[config.mk]
export PLATFORM = sky130hd
export DESIGN_NAME = reverse_in_groups_of_k_unit
export DESIGN_NICKNAME = d
export VERILOG_FILES = /design/src/hw/rtl/rigk_pkg.sv /design/src/hw/rtl/reverse_in_groups_of_k_unit.sv
export SDC_FILE = /design/constraint.sdc
export NUM_CORES = 1
export LEC_CHECK = 0
export BUFFER_PORTS_ARGS = -buffer_cell sky130_fd_sc_hd__buf_2
export CELL_PAD_IN_SITES_DETAIL_PLACEMENT = 0
export CELL_PAD_IN_SITES_GLOBAL_PLACEMENT = 2
export CORE_MARGIN = 8
export CORE_UTILIZATION = 35
export CTS_BUF_LIST = sky130_fd_sc_hd__clkbuf_4
export DETAILED_ROUTE_END_ITERATION = 8
export GPL_TIMING_DRIVEN = 1
export PLACE_DENSITY = 0.64
export REMOVE_ABC_BUFFERS = 1
export SYNTH_ARGS = -nofsm -noshare
export SYNTH_HDL_FRONTEND = slang
export SYNTH_SLANG_ARGS = --single-unit
export TNS_END_PERCENT = 20
[constraint.sdc]
create_clock -name clk -period 4.5 [get_ports clk]
set_clock_uncertainty 0.1 [all_clocks]
set_input_delay 0.9 -clock clk [delete_from_list [all_inputs] [get_ports clk]]
set_output_delay 0.9 -clock clk [all_outputs]
set_load 0.02 [all_outputs]
[src/hw/rtl/rigk_pkg.sv]
package rigk_pkg;

	localparam int MAX_GROUP = 16;
	localparam int VALUE_W   = 32;
	localparam int ADDR_W    = $clog2(MAX_GROUP);
	localparam int CNT_W     = $clog2(MAX_GROUP + 1);
	localparam int GS_W      = 5;
	localparam int PADDR_W   = 3;

	localparam logic REG_GROUP_SIZE = 1'b0;

	typedef enum logic {
		ST_IDLE,
		ST_DRAIN
	} rigk_state_t;

	function automatic logic [CNT_W-1:0] eff_group(input logic [GS_W-1:0] gs);
		logic [CNT_W-1:0] k;
		if (gs == '0) begin
			k = CNT_W'(1);
		end else if (32'(gs) > MAX_GROUP) begin
			k = CNT_W'(MAX_GROUP);
		end else begin
			k = CNT_W'(gs);
		end
		return k;
	endfunction

endpackage

[src/hw/rtl/reverse_in_groups_of_k_unit.sv]
// reverse_in_groups_of_k_unit
// Reorders a stream of list elements: each full group of group_size elements
// comes out reversed, a partial group at the end of a list comes out in order.
// Item channel: value, stream_end with item_valid / item_stall. A request is
// taken at a rising edge with item_valid high and item_stall low.
// Result channel: out_value, run_last, list_done with result_valid /
// result_stall. run_last marks the last result of a run, list_done the final
// element of a list.
// group_size is written over the APB port at byte address 0; 0 acts as 1,
// values above 16 act as 16.
// Elements sit in a 16 x 32 memory with a registered read. An item that
// closes no group is taken without stalling. An item that closes a group of n
// elements, or ends a list, holds item_stall high while the n held elements
// are read out one entry a cycle unless result_stall holds a pending result;
// the first result is read once the state register has entered the read-out.
// The memory read register is the output register: while result_stall holds
// a pending result, the read-out pauses and the payload stays put.
// Reset clears the fill count, the output valid and sets group_size to 1; the
// memory is not cleared, only written entries are ever read.
module reverse_in_groups_of_k_unit (
	input  logic                            clk,
	input  logic                            arst_n,
	input  logic                            psel,
	input  logic                            penable,
	input  logic                            pwrite,
	input  logic [rigk_pkg::PADDR_W-1:0]    paddr,
	input  logic [31:0]                     pwdata,
	output logic [31:0]                     prdata,
	output logic                            pready,
	input  logic                            item_valid,
	output logic                            item_stall,
	input  logic signed [rigk_pkg::VALUE_W-1:0] value,
	input  logic                            stream_end,
	output logic                            result_valid,
	input  logic                            result_stall,
	output logic signed [rigk_pkg::VALUE_W-1:0] out_value,
	output logic                            run_last,
	output logic                            list_done
);
	import rigk_pkg::*;

	logic [VALUE_W-1:0]  mem [MAX_GROUP];
	logic [GS_W-1:0]     group_size_q;
	logic [CNT_W-1:0]    fill_q;
	logic [CNT_W-1:0]    cnt_q;
	logic [ADDR_W-1:0]   addr_q;
	logic                rev_q;
	logic                last_q;
	logic [VALUE_W-1:0]  rd_data_q;
	logic                out_valid_q;
	logic                run_last_q;
	logic                list_done_q;
	rigk_state_t         state_q, state_d;

	logic             accept;
	logic             load_en;
	logic [CNT_W-1:0] n;
	logic [CNT_W-1:0] k;
	logic             flush;
	logic             drain_step;

	assign pready = 1'b1;
	assign prdata = (paddr[2] == REG_GROUP_SIZE) ? 32'(group_size_q) : '0;

	assign k          = eff_group(group_size_q);
	assign n          = fill_q + CNT_W'(1);
	assign accept     = item_valid && !item_stall;
	assign flush      = (n >= k) || stream_end;
	assign load_en    = !out_valid_q || !result_stall;
	assign drain_step = (state_q == ST_DRAIN) && load_en;

	assign item_stall   = (state_q != ST_IDLE);
	assign result_valid = out_valid_q;
	assign out_value    = $signed(rd_data_q);
	assign run_last     = run_last_q;
	assign list_done    = list_done_q;

	always_ff @(posedge clk or negedge arst_n) begin
		if (!arst_n) begin
			group_size_q <= GS_W'(1);
		end else if (psel && penable && pwrite && pready && paddr[2] == REG_GROUP_SIZE) begin
			group_size_q <= pwdata[GS_W-1:0];
		end
	end

	always_ff @(posedge clk or negedge arst_n) begin
		if (!arst_n) begin
			state_q <= ST_IDLE;
		end else begin
			state_q <= state_d;
		end
	end

	always_comb begin
		state_d = state_q;
		case (state_q)
			ST_IDLE: begin
				if (accept && flush) begin
					state_d = ST_DRAIN;
				end
			end
			ST_DRAIN: begin
				if (load_en && cnt_q == CNT_W'(1)) begin
					state_d = ST_IDLE;
				end
			end
			default: state_d = ST_IDLE;
		endcase
	end

	always_ff @(posedge clk or negedge arst_n) begin
		if (!arst_n) begin
			fill_q      <= '0;
			cnt_q       <= '0;
			addr_q      <= '0;
			rev_q       <= 1'b0;
			last_q      <= 1'b0;
			out_valid_q <= 1'b0;
			run_last_q  <= 1'b0;
			list_done_q <= 1'b0;
		end else begin
			if (accept) begin
				if (flush) begin
					fill_q <= '0;
					cnt_q  <= n;
					rev_q  <= (n >= k);
					last_q <= stream_end;
					addr_q <= (n >= k) ? fill_q[ADDR_W-1:0] : '0;
				end else begin
					fill_q <= n;
				end
			end
			if (drain_step) begin
				out_valid_q <= 1'b1;
				run_last_q  <= (cnt_q == CNT_W'(1));
				list_done_q <= (cnt_q == CNT_W'(1)) && last_q;
				cnt_q       <= cnt_q - CNT_W'(1);
				addr_q      <= rev_q ? addr_q - ADDR_W'(1) : addr_q + ADDR_W'(1);
			end else if (load_en) begin
				out_valid_q <= 1'b0;
			end
		end
	end

	// element store and registered read port
	always_ff @(posedge clk) begin
		if (accept) begin
			mem[fill_q[ADDR_W-1:0]] <= value;
		end
		if (drain_step) begin
			rd_data_q <= mem[addr_q];
		end
	end

endmodule

==> results.toml <==
[outcome]
outcome = "finished clean"

[synthesis]
synth_top_cell_area_share_pct = 74.3
ys_types = 41
ys.flop_type = "edfxtp_1"
synth_edf_count = 544
synthCells = 957
synthesis.area_sq_um = 22000
yosys_warnings = 0
synth_top_cell_by_area = "edfxtp_1"
yosysSeqAreaShare_pct = 77.2
synth_area_leaders = "edfxtp_1, mux4_2, dfrtp_1, buf_4, ha_1"
syn_avg_cell_area_sq_um = 23.0
async_flop_share_pct = 4.39
synth_seq_cells = 569

[floorplanning]
start_util_pct = 35.1
die-area_sq_um = 71100
pin_count = 144
core_area_sq_um = 62600
core.rowCount = 92
die_height_um = 267
die_x_um = 267

[global_routing]
antenna_found_initial = 7
grt_pass1_vias = 11200
track_usage_pct = 14.2
grt_pass1_wl_mm = 72.9
grt_max_degree = 58
overflow = 0

[route]
viasPerCell = 4.87
wl_mm = 49.1
postRouteAntennaNets = 0
via_count = 10500
wl_per_cell_um = 22.8
drc = 0
dr.pass1.iters = 7
drtIter0Drc = 776

[cells_and_area]
multi_input_area_sq_um = 4710
syn_to_final_growth_pct = 17.0
layout-drive-gt1-share_pct = 42.4
final_cell_mix = "edfxtp_1, clkbuf_4, mux4_2"
fin_util_pct = 41.1
seq_area_sq_um = 17000
layoutNonFillerInstCount = 2156
layout_commonest_cell = "edfxtp_1"
nFillCells = 5675
nets = 1285

[clocking]
cts_hold_buf = 7
clock_latency_ps = 980
cts_setup_buffers = 0
cts-buffers-inserted = 152
cts.path.max_buffers = 3
cts_resized = 0
root_buffer = "clkbuf_4"
cts_tree = "done"
cts_sinks = 569
clk_pin_slew_ps = 70
htreeDepth = 4

[timing]
fin_crit_ps = 2930
setup_ws_ps = 1570
maxSlewHeadroom_pct = 43.3
worst_pin_slew_ps = 850
setup_viol = 0
hold_violations = 0
fmax_ghz = 0.342
min_period_over_period_pct = 65.0
whs_ps = 163
rsz0062_at_grt = "no"
slew_violations = 0

[pwr]
irDropWorstVdd_v = 0.000240
p_leak_nw = 8.50
p_per_area_nw_per_um2 = 577

[flow_run]
max_cap_viol_count = 0

[worst_hold_path]
hold_end = "last_q$_DFFE_PN0P_"
holdPathStages = 2
worstHoldPathType = "primary input to flop"
timing.hold.worst.start = "stream_end"

[setup_path]
cpMaxStageDelayCell = "dfrtp_1"
critPathKind = "flop to flop"
rr_startpoint = "fill_q[0]$_DFFE_PN0P_"
reg2regPathDepth = 10
timing.rr.end = "cnt_q[3]$_DFFE_PN0P_"
cp-end-kind = "flop"
critical_path_arrival_ps = 3660
path_max_fanout = 9
r2r_slack_ps = 1570
worstPathCellList = "ha_1, nand3_1, xnor2_1, ha_1, and2_1, and2_1, a21oi_1, buf_4, a21oi_1, o211a_1"
cpPeakStageDelay_ps = 530
critPathLaunchType = "flop"
cp.required_ps = 5230

[placed_design]
dp_hpwl_mm = 26.9
gp_congestion = 0.715
dp_slack_ps = 1380
port_buffers = 86
dp_cells = 1881
==> synth_stat cells, types with 2 or more instances <==
library cell	instances
a21oi_1	11
nand3_1	10
buf_2	7
buf_6	10
o21ai_0	5
clkbuf_1	17
mux4_2	160
a32oi_1	2
nand4_1	2
edfxtp_1	544
nand2b_1	4
nand2_1	27
dfrtp_1	24
buf_1	9
nor2_1	20
and2_1	2
o211ai_1	4
ha_1	13
a21o_1	2
conb_1	2
nor2b_1	6
buf_4	28
nor3_1	9
xnor2_1	5
mux2_2	6
inv_1	13
==> cell type report <==
class	instances	area share, %
antenna	9	0.0876
clock buffer	221	6.45
clock inverter	38	1.19
inverter	14	0.204
multi-input combinational	329	18.3
sequential	569	66.0
tap	846	4.12
timing repair buffer	130	3.61
==> stage by stage <==
step | area [sq um] | setup TNS [ps] | total power (W)
final | 25700 | 0 | 0.0148
after global routing | 25700 | 0 | 0.0157
after floorplan | 21600 | -69280 | 0.00955
after global placement | 23700 | 0 | 0.0105
after CTS | 25700 | 0 | 0.0152
after detailed placement | 23700 | 0 | 0.0105
==> state kept, by name, summed over array words and instances (netlist names) <==
name	count
last_q	1
mem	512
group_size_q	5
rev_q	1
out_value	32
addr_q	4
result_valid	1
fill_q	5
run_last	1
item_stall	1
list_done	1
cnt_q	5
==> critical path: cells and delay by family (launching register included) <==
family                   cells  cell delay [ps]
buffers and inverters        1              250
adder cells (fa/ha/maj)      2              560
XOR/XNOR                     1              230
AND/OR/NAND/NOR              3              430
flip-flops                   1              530
AO/OA/AOI/OAI                3              700
==> worst max-delay path by stage <==
stage               slack, ps             startpoint  depth (start not counted)                     to
floorplan               -2020  addr_q[0]$_DFFE_PN0P_                          5  addr_q[2]$_DFFE_PN0P_
global placement         1440             item_valid                          5  mem[11][28]$_DFFE_PP_
detailed placement       1380           result_stall                          7  addr_q[3]$_DFFE_PN0P_
CTS                      1560  fill_q[0]$_DFFE_PN0P_                         10   cnt_q[3]$_DFFE_PN0P_
global route             1310  fill_q[0]$_DFFE_PN0P_                         10   cnt_q[3]$_DFFE_PN0P_
finish                   1570  fill_q[0]$_DFFE_PN0P_                         10   cnt_q[3]$_DFFE_PN0P_
==> cells by family after synthesis <==
| group | share of synthesized area, % |
|---|---|
| DFF | 77.2 |
| muxes | 16.7 |
| buffers and inverters | 2.31 |
| and+or+nand+nor | 1.70 |
| AOI/OAI and AO/OA | 0.974 |
| adders and majority gates | 0.831 |
| xor gates and xnor gates | 0.239 |
| other | 0.0342 |
==> where the power goes <==
group	switching (W)	internal (W)
clock network	0.00211	0.00249
registers	0.000382	0.00624
logic	0.00180	0.00182
total	0.00429	0.0106
==> metal layers <==
layer,vias to the layer above,GRT usage [%],wire (um)
met5,-,0,41
met4,6,4.57,834
met3,91,4.96,3030
met2,305,21.9,23400
met1,5527,18.6,21800
li1,4560,-,-
No activity file was read; power rests on OpenSTA's default activity.
